===== config.mk =====
export PLATFORM = sky130hd
export DESIGN_NAME = battery_soc_scale_and_smooth
export DESIGN_NICKNAME = d
export VERILOG_FILES = /design/src/design/bssc_pkg.sv /design/src/design/bssc_div.sv /design/src/design/battery_soc_scale_and_smooth.sv
export SDC_FILE = /design/constraint.sdc
export NUM_CORES = 1
export LEC_CHECK = 0
export BUFFER_PORTS_ARGS = -buffer_cell sky130_fd_sc_hd__buf_4
export CORE_ASPECT_RATIO = 0.8
export CORE_MARGIN = 3
export CORE_UTILIZATION = 62
export DETAILED_ROUTE_END_ITERATION = 8
export PLACE_DENSITY = 0.92
export SLEW_MARGIN = 20
export SYNTH_ARGS = -nofsm -noshare
export SYNTH_HDL_FRONTEND = slang
export SYNTH_SLANG_ARGS = --single-unit

===== constraint.sdc =====
create_clock -name clk -period 9.4 [get_ports clk]
set_input_delay 0.47 -clock clk [delete_from_list [all_inputs] [get_ports clk]]
set_output_delay 0.47 -clock clk [all_outputs]
set_load 0.01 [all_outputs]

===== src/design/bssc_pkg.sv =====
// shared constants, codes and types for the soc scale and smooth block
package bssc_pkg;

    localparam int PCT_W      = 7;
    localparam int LIVE_W     = 15;
    localparam int ARG_W      = 8;
    localparam int CMD_W      = 2;
    localparam int CFG_IDX_W  = 3;
    localparam int CFG_DATA_W = 7;

    // divider operand width and step counter width
    localparam int DIV_W     = LIVE_W;
    localparam int DIV_CNT_W = $clog2(DIV_W);

    localparam logic [CMD_W-1:0] CMD_REPORT = 2'd0;
    localparam logic [CMD_W-1:0] CMD_FULL   = 2'd1;
    localparam logic [CMD_W-1:0] CMD_SETMAX = 2'd2;

    localparam logic [CFG_IDX_W-1:0] REG_SOC_FLOOR     = 3'd0;
    localparam logic [CFG_IDX_W-1:0] REG_NOMINAL_MAX   = 3'd1;
    localparam logic [CFG_IDX_W-1:0] REG_MAX_MARGIN    = 3'd2;
    localparam logic [CFG_IDX_W-1:0] REG_SCALE_EN      = 3'd3;
    localparam logic [CFG_IDX_W-1:0] REG_DYN_SCALE_EN  = 3'd4;
    localparam logic [CFG_IDX_W-1:0] REG_ATOMIC_EN     = 3'd5;
    localparam logic [CFG_IDX_W-1:0] REG_SKIP_ABN_EN   = 3'd6;

    localparam logic [PCT_W-1:0]  PCT_FULL   = 7'd100;
    localparam logic [PCT_W-1:0]  PCT_TRIM   = 7'd99;
    localparam logic [LIVE_W-1:0] LIVE_RESET = 15'd100;

    typedef struct packed {
        logic busy;
        logic done;
    } div_stat_t;

endpackage


===== src/design/bssc_div.sv =====
// restoring divider, one quotient bit per cycle
module bssc_div (
    input  logic                        clk,
    input  logic                        rst_n,
    input  logic                        start,
    input  logic [bssc_pkg::DIV_W-1:0]  dividend,
    input  logic [bssc_pkg::DIV_W-1:0]  divisor,
    output logic [bssc_pkg::DIV_W-1:0]  quotient,
    output bssc_pkg::div_stat_t         stat
);
    import bssc_pkg::*;

    logic                 busy_reg;
    logic                 done_reg;
    logic [DIV_CNT_W-1:0] cnt_reg;
    logic [DIV_W-1:0]     rem_reg;
    logic [DIV_W-1:0]     quo_reg;
    logic [DIV_W-1:0]     den_reg;

    logic [DIV_W:0]       shifted;
    logic [DIV_W+1:0]     diff;
    logic                 fits;
    logic [DIV_W-1:0]     rem_next;
    logic [DIV_W-1:0]     quo_next;

    always_comb
    begin
        shifted  = {rem_reg, quo_reg[DIV_W-1]};
        diff     = {1'b0, shifted} - {2'b00, den_reg};
        fits     = !diff[DIV_W+1];
        rem_next = fits ? diff[DIV_W-1:0] : shifted[DIV_W-1:0];
        quo_next = {quo_reg[DIV_W-2:0], fits};
    end

    always_ff @(posedge clk or negedge rst_n)
    begin
        if (!rst_n)
        begin
            busy_reg <= 1'b0;
            done_reg <= 1'b0;
            cnt_reg  <= '0;
        end
        else if (start)
        begin
            busy_reg <= 1'b1;
            done_reg <= 1'b0;
            cnt_reg  <= '0;
        end
        else if (busy_reg)
        begin
            cnt_reg <= cnt_reg + 1'b1;
            if (cnt_reg == DIV_CNT_W'(DIV_W - 1))
            begin
                busy_reg <= 1'b0;
                done_reg <= 1'b1;
            end
        end
        else
        begin
            done_reg <= 1'b0;
        end
    end

    always_ff @(posedge clk)
    begin
        if (start)
        begin
            rem_reg <= '0;
            quo_reg <= dividend;
            den_reg <= divisor;
        end
        else if (busy_reg)
        begin
            rem_reg <= rem_next;
            quo_reg <= quo_next;
        end
    end

    assign quotient  = quo_reg;
    assign stat.busy = busy_reg;
    assign stat.done = done_reg;

endmodule


===== src/design/battery_soc_scale_and_smooth.sv =====
// top level: battery state of charge scaler and smoother
// Takes one command word at a time and answers each with one result word.
// A report command scales the raw reading between soc_floor and the live
// maximum, clamps it to 0..100 and then smooths it against the last reported
// value; charge full rederives the live maximum; set max clamps a requested
// maximum. A word that goes through the divider (an error-free scaled report
// at or above the floor with a positive denominator, or charge full with
// dynamic scaling) forms its operands through a single constant multiplier
// and starts the shared restoring divider, runs 15 divider steps, picks up
// the quotient on the done flag, and then smooths and updates the state.
// Every other word goes from operand forming straight to the update step.
// in_ready is high only while the sequencer is idle and comes back together
// with the result. A finished result sits in the output register, so the
// next word may be accepted before it is taken; that word then waits in its
// update step, with in_ready low, until the output register is free.
module battery_soc_scale_and_smooth (
    input  logic                                clk,
    input  logic                                rst_n,
    // configuration write port
    input  logic                                cfg_we,
    input  logic [bssc_pkg::CFG_IDX_W-1:0]      cfg_index,
    input  logic [bssc_pkg::CFG_DATA_W-1:0]     cfg_data,
    // input word
    input  logic                                in_valid,
    output logic                                in_ready,
    input  logic [bssc_pkg::CMD_W-1:0]          command,
    input  logic [bssc_pkg::PCT_W-1:0]          raw_soc,
    input  logic                                soc_read_error,
    input  logic [bssc_pkg::ARG_W-1:0]          argument,
    input  logic                                charging,
    // result word
    output logic                                out_valid,
    input  logic                                out_ready,
    output logic [bssc_pkg::PCT_W-1:0]          capacity_pct,
    output logic [bssc_pkg::LIVE_W-1:0]         live_max,
    output logic                                scale_fault
);
    import bssc_pkg::*;

    typedef enum logic [1:0] {
        S_IDLE,
        S_PREP,
        S_DIV,
        S_POST
    } state_t;

    state_t state_reg;

    // configuration registers
    logic [PCT_W-1:0]  soc_floor_reg;
    logic [PCT_W-1:0]  nominal_max_reg;
    logic [PCT_W-1:0]  max_margin_reg;
    logic              scale_en_reg;
    logic              dyn_scale_en_reg;
    logic              atomic_en_reg;
    logic              skip_abn_en_reg;

    // block state
    logic [PCT_W-1:0]  last_cap_reg;
    logic              resync_reg;
    logic [LIVE_W-1:0] live_reg;

    // latched input word
    logic [CMD_W-1:0]  cmd_reg;
    logic [PCT_W-1:0]  raw_reg;
    logic              err_reg;
    logic [ARG_W-1:0]  arg_reg;
    logic              chg_reg;

    // intermediate result (direct value from operand forming, or quotient)
    logic [LIVE_W-1:0] res_reg;
    logic              fault_reg;

    // output register
    logic              out_valid_reg;
    logic [PCT_W-1:0]  capacity_pct_reg;
    logic [LIVE_W-1:0] live_max_reg;
    logic              scale_fault_reg;

    // shared divider
    logic              div_start;
    logic [DIV_W-1:0]  div_num;
    logic [DIV_W-1:0]  div_den;
    logic [DIV_W-1:0]  div_quo;
    div_stat_t         div_stat;

    // operand stage signals
    logic signed [PCT_W+1:0] lo_s;       // nominal minus margin, may go negative
    logic [PCT_W:0]    hi;               // nominal plus margin
    logic [PCT_W:0]    lo_pos;           // lower bound floored at zero
    logic [PCT_W:0]    full_m;
    logic [ARG_W-1:0]  cap;
    logic              cap_is_full;
    logic [PCT_W-1:0]  span;
    logic              below_floor;
    logic [LIVE_W:0]   den_wide;
    logic              den_bad;
    logic              scaling;
    logic [PCT_W:0]    mul_a;
    logic [PCT_W-1:0]  mul_k;
    logic [LIVE_W-1:0] mul_out;
    logic [ARG_W-1:0]  set_m;
    logic              need_div;
    logic [LIVE_W-1:0] res_prep;
    logic              fault_prep;

    // post stage signals
    logic [PCT_W-1:0]  rep_v;
    logic [PCT_W-1:0]  smooth_v;
    logic [PCT_W-1:0]  cap_sat;
    logic [PCT_W-1:0]  last_next;
    logic              resync_next;
    logic [LIVE_W-1:0] live_next;
    logic [PCT_W-1:0]  pct_next;
    logic              post_fire;

    bssc_div u_div (
        .clk      (clk),
        .rst_n    (rst_n),
        .start    (div_start),
        .dividend (div_num),
        .divisor  (div_den),
        .quotient (div_quo),
        .stat     (div_stat)
    );

    // window around the nominal maximum
    always_comb
    begin
        lo_s   = $signed({2'b00, nominal_max_reg}) - $signed({2'b00, max_margin_reg});
        hi     = {1'b0, nominal_max_reg} + {1'b0, max_margin_reg};
        lo_pos = lo_s[PCT_W+1] ? '0 : lo_s[PCT_W:0];
    end

    // operand forming: one constant multiplier shared between report and charge full
    always_comb
    begin
        // charge full: reading clamped into the window, a read error picks the low end
        if (err_reg || ($signed({2'b00, raw_reg}) < lo_s))
            full_m = lo_pos;
        else if ({1'b0, raw_reg} > hi)
            full_m = hi;
        else
            full_m = {1'b0, raw_reg};

        cap         = (arg_reg == '0) ? ARG_W'(1) : arg_reg;
        cap_is_full = (cap == {1'b0, PCT_FULL});

        // report: offset from the floor and scaling denominator
        below_floor = raw_reg < soc_floor_reg;
        span        = raw_reg - soc_floor_reg;
        den_wide    = {1'b0, live_reg} - (LIVE_W+1)'(soc_floor_reg);
        den_bad     = den_wide[LIVE_W] || (den_wide == '0);
        scaling     = scale_en_reg || dyn_scale_en_reg;

        if (cmd_reg == CMD_FULL)
        begin
            mul_a = full_m;
            mul_k = cap_is_full ? PCT_TRIM : PCT_FULL;
        end
        else
        begin
            mul_a = {1'b0, span};
            mul_k = PCT_FULL;
        end
        mul_out = LIVE_W'({7'b0, mul_a} * {8'b0, mul_k});

        // set max: out-of-range request gives full, otherwise clamp to the window
        if (arg_reg > {1'b0, PCT_FULL})
            set_m = {1'b0, PCT_FULL};
        else if ($signed({1'b0, arg_reg}) < lo_s)
            set_m = lo_pos;
        else if (arg_reg > hi)
            set_m = hi;
        else
            set_m = arg_reg;

        need_div   = 1'b0;
        res_prep   = '0;
        fault_prep = 1'b0;
        div_num    = mul_out;
        div_den    = LIVE_W'(PCT_FULL);

        unique case (cmd_reg)
            CMD_REPORT:
            begin
                if (err_reg)
                    res_prep = '0;
                else if (!scaling)
                    res_prep = LIVE_W'(raw_reg);
                else if (below_floor)
                    res_prep = '0;
                else if (den_bad)
                begin
                    res_prep   = LIVE_W'(PCT_FULL);
                    fault_prep = 1'b1;
                end
                else
                begin
                    need_div = 1'b1;
                    div_den  = den_wide[LIVE_W-1:0];
                end
            end
            CMD_FULL:
            begin
                need_div = dyn_scale_en_reg;
                div_den  = cap_is_full ? LIVE_W'(PCT_FULL) : LIVE_W'(cap);
            end
            CMD_SETMAX:
            begin
                res_prep = LIVE_W'(set_m);
            end
            default:
            begin
                res_prep = '0;
            end
        endcase

        div_start = (state_reg == S_PREP) && need_div;
    end

    // smoothing and state update
    always_comb
    begin
        rep_v = (res_reg > LIVE_W'(PCT_FULL)) ? PCT_FULL : res_reg[PCT_W-1:0];

        // one percent step toward the new value
        smooth_v = rep_v;
        if (atomic_en_reg)
        begin
            if (last_cap_reg < rep_v)
                smooth_v = last_cap_reg + 1'b1;
            else if (last_cap_reg > rep_v)
                smooth_v = last_cap_reg - 1'b1;
        end
        // no rise while running on battery
        if (skip_abn_en_reg && !chg_reg && (last_cap_reg < smooth_v))
            smooth_v = last_cap_reg;

        cap_sat = (cap >= {1'b0, PCT_FULL}) ? PCT_FULL : cap[PCT_W-1:0];

        last_next   = last_cap_reg;
        resync_next = resync_reg;
        live_next   = live_reg;
        pct_next    = last_cap_reg;

        unique case (cmd_reg)
            CMD_REPORT:
            begin
                if (resync_reg || err_reg)
                begin
                    // take the value outright
                    last_next   = rep_v;
                    resync_next = 1'b0;
                    pct_next    = rep_v;
                end
                else if (atomic_en_reg || skip_abn_en_reg)
                begin
                    last_next = smooth_v;
                    pct_next  = smooth_v;
                end
                else
                begin
                    pct_next = rep_v;
                end
            end
            CMD_FULL:
            begin
                if (dyn_scale_en_reg)
                begin
                    resync_next = resync_reg || err_reg;
                    live_next   = res_reg;
                    last_next   = cap_sat;
                    pct_next    = cap_sat;
                end
            end
            CMD_SETMAX:
            begin
                live_next   = res_reg;
                resync_next = 1'b1;
            end
            default:
            begin
                pct_next = last_cap_reg;
            end
        endcase

        post_fire = (state_reg == S_POST) && (!out_valid_reg || out_ready);
    end

    always_ff @(posedge clk or negedge rst_n)
    begin
        if (!rst_n)
        begin
            state_reg        <= S_IDLE;
            soc_floor_reg    <= '0;
            nominal_max_reg  <= PCT_FULL;
            max_margin_reg   <= '0;
            scale_en_reg     <= 1'b0;
            dyn_scale_en_reg <= 1'b0;
            atomic_en_reg    <= 1'b0;
            skip_abn_en_reg  <= 1'b0;
            last_cap_reg     <= '0;
            resync_reg       <= 1'b1;
            live_reg         <= LIVE_RESET;
            out_valid_reg    <= 1'b0;
            capacity_pct_reg <= '0;
            live_max_reg     <= '0;
            scale_fault_reg  <= 1'b0;
            cmd_reg          <= CMD_REPORT;
            raw_reg          <= '0;
            err_reg          <= 1'b0;
            arg_reg          <= '0;
            chg_reg          <= 1'b0;
            res_reg          <= '0;
            fault_reg        <= 1'b0;
        end
        else
        begin
            if (cfg_we)
            begin
                unique case (cfg_index)
                    REG_SOC_FLOOR:    soc_floor_reg    <= cfg_data;
                    REG_NOMINAL_MAX:  nominal_max_reg  <= cfg_data;
                    REG_MAX_MARGIN:   max_margin_reg   <= cfg_data;
                    REG_SCALE_EN:     scale_en_reg     <= cfg_data[0];
                    REG_DYN_SCALE_EN: dyn_scale_en_reg <= cfg_data[0];
                    REG_ATOMIC_EN:    atomic_en_reg    <= cfg_data[0];
                    REG_SKIP_ABN_EN:  skip_abn_en_reg  <= cfg_data[0];
                    default:          ;
                endcase
            end

            // output register: load a finished word, else drop it once taken
            if (post_fire)
                out_valid_reg <= 1'b1;
            else if (out_ready)
                out_valid_reg <= 1'b0;

            unique case (state_reg)
                S_IDLE:
                begin
                    if (in_valid)
                    begin
                        cmd_reg   <= command;
                        raw_reg   <= raw_soc;
                        err_reg   <= soc_read_error;
                        arg_reg   <= argument;
                        chg_reg   <= charging;
                        state_reg <= S_PREP;
                    end
                end
                S_PREP:
                begin
                    res_reg   <= res_prep;
                    fault_reg <= fault_prep;
                    state_reg <= need_div ? S_DIV : S_POST;
                end
                S_DIV:
                begin
                    if (div_stat.done)
                    begin
                        res_reg   <= div_quo;
                        state_reg <= S_POST;
                    end
                end
                S_POST:
                begin
                    if (post_fire)
                    begin
                        last_cap_reg     <= last_next;
                        resync_reg       <= resync_next;
                        live_reg         <= live_next;
                        capacity_pct_reg <= pct_next;
                        live_max_reg     <= live_next;
                        scale_fault_reg  <= fault_reg;
                        state_reg        <= S_IDLE;
                    end
                end
                default:
                begin
                    state_reg <= S_IDLE;
                end
            endcase
        end
    end

    assign in_ready     = (state_reg == S_IDLE);
    assign out_valid    = out_valid_reg;
    assign capacity_pct = capacity_pct_reg;
    assign live_max     = live_max_reg;
    assign scale_fault  = scale_fault_reg;

    // the sequencer never takes a word while the divider is running
    a_busy_blocks_input: assert property (@(posedge clk) disable iff (!rst_n)
        div_stat.busy |-> !in_ready)
        else $error("word accepted while divider busy");

    // a reported capacity never exceeds full scale
    a_pct_in_range: assert property (@(posedge clk) disable iff (!rst_n)
        out_valid |-> (capacity_pct <= PCT_FULL))
        else $error("capacity above full scale");

    // a finished division is always followed by the update step
    a_done_to_post: assert property (@(posedge clk) disable iff (!rst_n)
        div_stat.done |=> (state_reg == S_POST))
        else $error("divider result not consumed");

endmodule


# After elaboration in Yosys (flattened, before gate mapping)
# Cells that the tools add are included.
# W data, S select, Z words.
dict set report word_totals {
  ff_bits 160
  in_bits 34
  elab_cells 173
  output_inout_bits 25
}
dict set report classes {
  n_reduce_logical 36
  addsub 8
  magnitude_cmp 11
  n_mux 69
  mul 1
  eq_ne 20
}
# cell n
set op_table {}
lappend op_table {{$mux W15} 9}
lappend op_table {{$mux W7} 15}
lappend op_table {{$pmux W15 S2} 3}
lappend op_table {{$mux W8} 9}
lappend op_table {{$pmux W7 S2} 2}
lappend op_table {{$lt A7 B7 Y1} 3}
lappend op_table {{$mux W1} 20}
lappend op_table {{$reduce_and A2 Y1} 10}
lappend op_table {{$sub A16 B15 Y17} 1}
lappend op_table {{$logic_not A16 Y1} 1}
lappend op_table {{$pmux W8 S2} 1}
lappend op_table {{$sub A15 B7 Y16} 1}
lappend op_table {{$gt A15 B7 Y1 const B} 1}
lappend op_table {{$mul A8 B7 Y15} 1}
lappend op_table {{$eq A3 B3 Y1 const B} 3}
lappend op_table {{$lt A9 B8 Y1} 1}
lappend op_table {{$add A7 B7 Y8} 1}
lappend op_table {{$eq A8 B7 Y1 const B} 1}
lappend op_table {{$ge A8 B7 Y1 const B} 1}
lappend op_table {{$gt A7 B8 Y1} 1}
lappend op_table {{$gt A8 B7 Y1 const B} 1}
lappend op_table {{$gt A8 B8 Y1} 1}
lappend op_table {{$logic_not A8 Y1} 1}
lappend op_table {{$lt A8 B8 Y1} 1}
lappend op_table {{30 further kinds} 56}

# Depth between registers and ports, before layout
dict set report logic_depth {
  word_depth 12
  depth_mapped 33
  ltp_nobuf 32
}

# By module
# Synthesis repeated with hierarchy kept, for this count alone.
dict set report hier_totals {
  cells_unflattened 1386
  area_unflattened_um2 12415.7
}
# mod instances area_each_um2 seq_area_each_um2 cells_each
set by_module_without_submodules {}
lappend by_module_without_submodules {battery_soc_scale_and_smooth 1 9616.7 2436.1 1128}
lappend by_module_without_submodules {bssc_div 1 2798.9 1351.3 258}

# Worst setup path after synthesis
# OpenSTA, ideal clock, no wires.
dict set report synth_path {
  kind {reg-to-reg}
  from {reg nominal_max_reg[5]}
  to {reg u_div.quo_reg[13] (netlist: u_div.quotient[13]) (data pin)}
  n_path_buf 1
  t_arrival_ns 6.712
  setup_slack_ns 2.428
  required_time_ns 9.140
  stages_incl_launch_ff 31
  synth_period_minus_slack_ns 6.972
  setup_ns 0.260
  cell_sequence {dfstp_2 ha_1 clkbuf_1 inv_1 nor3_1 a221o_1 a211o_1 ha_1 nand3_1 a221o_2 nand4_1 a311oi_1 o311a_1 a211oi_1 nor2_1 ha_1 inv_1 fa_1 inv_1 fa_1 inv_1 fa_1 inv_1 ha_1 nor3_1 o21a_1 nor3_1 a41oi_1 a21oi_1 xor2_1 mux2_2}
}
dict set report synth_via {
  elab_chain_len 7
  elab_cells_between_ends 11
  classes_between {2 x add/sub; 1 x mul; 2 x order compare; 5 x mux; 1 x reduce/logical}
}
# item line
set synth_lines {}
lappend synth_lines {{from (decl)} battery_soc_scale_and_smooth.sv:51} ;# logic [PCT_W-1:0] nominal_max_reg;
lappend synth_lines {{from (signal assigned)} battery_soc_scale_and_smooth.sv:324} ;# REG_NOMINAL_MAX: nominal_max_reg <= cfg_data;
lappend synth_lines {{$add A7 B7 Y8 or $sub A7 B7 Y8 (tied branches)} {battery_soc_scale_and_smooth.sv:131, battery_soc_scale_and_smooth.sv:130}}
lappend synth_lines {{$gt A7 B8 Y1 or $lt A8 B8 Y1 (tied branches)} {battery_soc_scale_and_smooth.sv:141, battery_soc_scale_and_smooth.sv:139}}
lappend synth_lines {{$mux W8 or $logic_or A1 B1 Y1 (tied branches)} {battery_soc_scale_and_smooth.sv:141, battery_soc_scale_and_smooth.sv:139}}
lappend synth_lines {{$mux W8 (*)} battery_soc_scale_and_smooth.sv:139} ;# if (err_reg || ($signed({2'b00, raw_reg}) < lo_s))
lappend synth_lines {{$mux W8 (*)} battery_soc_scale_and_smooth.sv:156} ;# if (cmd_reg == CMD_FULL)
lappend synth_lines {{$mul A8 B7 Y15 (*)} battery_soc_scale_and_smooth.sv:166} ;# mul_out = LIVE_W'({7'b0, mul_a} * {8'b0, mul_k});
lappend synth_lines {{$mux W15 (*)} bssc_div.sv:66} ;# if (start)
lappend synth_lines {{to (signal assigned)} bssc_div.sv:69} ;# quo_reg <= dividend;
lappend synth_lines {{to (signal assigned)} bssc_div.sv:75} ;# quo_reg <= quo_next;
lappend synth_lines {{to (decl)} bssc_div.sv:17} ;# logic [DIV_W-1:0] quo_reg;
# Mark *: on every way between the ends. The rest lies on a longest branch, timed or not.
# A chain may end at the register's enable or synchronous reset.

# Worst setup path in the final report
dict set report layout_path {
  from {reg nominal_max_reg[0]}
  to {reg u_div.quo_reg[14] (netlist: u_div.quotient[14]) (data pin)}
}
# The elaborated chain is that of the path after synthesis.

==> results.txt <==
DR DRC count - 0
setup ws final - 1600 ps
height of the die - 132 µm
Slew Viols, Final - 0
post-CTS sizing - 0
GP Congestion - 1.04
commonest non-fill, non-tap cell in the layout - ha_1
setup bufs post-CTS - 0
status - finished, final reports clean
Synth warnings - 0
core area - 19300 µm²
H-tree Lvls - 4
Synth Register Bits - 148
Die Footprint - 21600 µm²
Worst Clk Skew - 10.3 ps
IO Port Bufs - 58
Final Core Density - 0.699
maximum number of pins on one net before global-route repair - 65
vias per cell - 6.77
Horiz. Die Dim - 164 µm
unrepaired setup endpoints after global routing - false
clock slew at reported path FFs - 70 ps
worst r2r path cells - 31
Worst R2R Setup Slack - 1600 ps
slowest stage delay, CP - 720 ps
Initial Util - 0.640
Hold Crit Class - input port to async pin
stages on the worst setup path - 31
row count - 45
initial antenna violation count - 0
mapped cell area - 12300 µm²
type of the worst setup path - flip-flop to flip-flop
IO Count - 59
hold_ws - 12.3 ps
Max Cap Viol - 0
synth unique cells - 86
Final Hold Vio Count - 0
CP Data Arrival Time - 7990 ps
Total Neg Setup Slack - 0 ps
Crit path top cell by count - inv_1
WP buf/inv - 7
layout cells sized above 1 - 0.126
CP max-delay cell - a2111oi_0
CTS Buffer Depth - 2
worst slew pin tran - 1050 ps
routed len/inst - 21.1 µm
CTS Root Cell - clkbuf_16
crit end category - flip-flop
vias in the first global route - 10700
nets@finish - 1575
grt ovf - 0
dpl hpwl - 26100 µm
critical-path maximum fanout - 5
final count of negative-setup-slack endpoints - 0
Slew HR - 0.300
Routed Antenna Nets - 0
TritonCTS clock tree - done
Clk Latency, worst-skew pair - 440 ps
Via Count - 11200
global-route wire length before repair - 55700 µm
fmax - 0.128 GHz
Antenna Diode Count - 0
fin crit share - 0.830
post-layout minimum cycle time - 7800 ps
delay-heaviest family, CP - adder cells
sequential share of the synthesized area - 0.307
EDFF count, synth - 30
crit start category - flip-flop
Clock Sinks - 148
hold_buf cts - 0
synthesis-to-layout area growth - 9.26%
WL final - 35000 µm
Mapped Avg Cell Area - 9.05 µm²
drt first-iter violations - 1352
Setup WS pre-CTS - 1730 ps
All-Layer GR Usage - 0.321
highest-count cells in the layout ignoring fill and taps - ha_1, nor2_1, inv_1, dfrtp_1, nand2_1
TritonCTS buffer count - 17
Worst EP required - 9580 ps
DRT Pass-1 Iters - 6
Top FF cell, synth - dfrtp_1
Post-Syn Instances - 1361
share of flip-flops with an asynchronous set or reset - 0.696
metrics by stage:
stage / instances / area, µm²
2_1_floorplan: 1364 / 12300
3_3_place_gp: 1624 / 12800
3_5_place_dp: 1624 / 12800
4_1_cts: 1656 / 13400
5_1_grt: 1656 / 13500
6_report: 1656 / 13500
kinds of logic (layout without fill, tap and decap cells):
group / after synthesis / count (layout) / synth area share
buffers and inverters: 165 / 199 / 0.0559
muxes: 65 / 65 / 0.0578
and+or+nand+nor: 384 / 384 / 0.152
DFF: 148 / 148 / 0.307
xor gates and xnor gates: 52 / 52 / 0.0370
adders and majority gates: 156 / 156 / 0.169
AOI/OAI and AO/OA: 389 / 389 / 0.220
other: 2 / 5 / 0.000610
layer usage:
layer	vias up	part of all wire	GRT usage
li1	5068	-	-
met1	5318	0.41	0.444
met2	707	0.45	0.503
met3	116	0.11	0.0732
met4	0	0.031	0.0982
met5	-	0	0
worst paths after layout:
check                                                from                        endpoint
setup / recovery           nominal_max_reg[0]$_DFFE_PN0P_    u_div.quotient[14]$_DFFE_PP_
setup reg to reg           nominal_max_reg[0]$_DFFE_PN0P_    u_div.quotient[14]$_DFFE_PP_
hold / removal                                      rst_n    u_div.cnt_reg[2]$_DFFE_PN0P_
min in group clk                              cfg_data[2]    soc_floor_reg[2]$_DFFE_PN0P_
hold reg to reg            u_div.rem_reg[14]$_SDFFE_PP0P_  u_div.rem_reg[14]$_SDFFE_PP0P_
max in group asynchronous                           rst_n   max_margin_reg[5]$_DFFE_PN0P_
cell type report:
| cell class | count | area [µm²] |
|---|---|---|
| clock buffers | 18 | 450 |
| clock inverters | 14 | 175 |
| fillers | 1487 | 5800 |
| inverters | 105 | 394 |
| multi-input cells | 1051 | 7860 |
| flip-flops and latches | 148 | 3790 |
| well taps | 258 | 323 |
| repair buffers | 62 | 465 |
synthesized netlist by cell type, types with 6 or more instances:
library cell | count | share of area
and3_1 | 9 | 0.0046
dfxtp_1 | 15 | 0.024
ha_1 | 139 | 0.14
nand3b_1 | 6 | 0.0037
o21bai_1 | 6 | 0.0037
o22ai_1 | 12 | 0.0061
nor4_1 | 6 | 0.0030
nand2b_1 | 15 | 0.0076
dfstp_2 | 7 | 0.015
nor2b_1 | 15 | 0.0076
a221oi_1 | 6 | 0.0043
and2_1 | 10 | 0.0051
nand4_1 | 14 | 0.0071
or2_2 | 10 | 0.0051
buf_4 | 13 | 0.0079
or3_1 | 11 | 0.0056
xnor2_1 | 36 | 0.026
o31ai_1 | 13 | 0.0079
fa_1 | 17 | 0.028
mux2i_1 | 16 | 0.013
nor2_1 | 109 | 0.033
o21a_1 | 18 | 0.011
o21ai_0 | 66 | 0.027
a22o_1 | 24 | 0.017
a21o_1 | 12 | 0.0073
clkbuf_1 | 39 | 0.012
inv_1 | 102 | 0.031
a211o_1 | 9 | 0.0064
nand2_1 | 89 | 0.027
nand3_1 | 33 | 0.013
o211ai_1 | 13 | 0.0079
a21oi_1 | 80 | 0.033
a31oi_1 | 32 | 0.016
xor2_1 | 16 | 0.011
a211oi_1 | 25 | 0.015
a22oi_1 | 6 | 0.0037
nor3_1 | 34 | 0.014
dfrtp_1 | 96 | 0.20
mux2_2 | 49 | 0.045
edfxtp_1 | 30 | 0.073
Power is not shown: default switching activity piles up to over one toggle a cycle in this logic, so the estimate is an artifact.
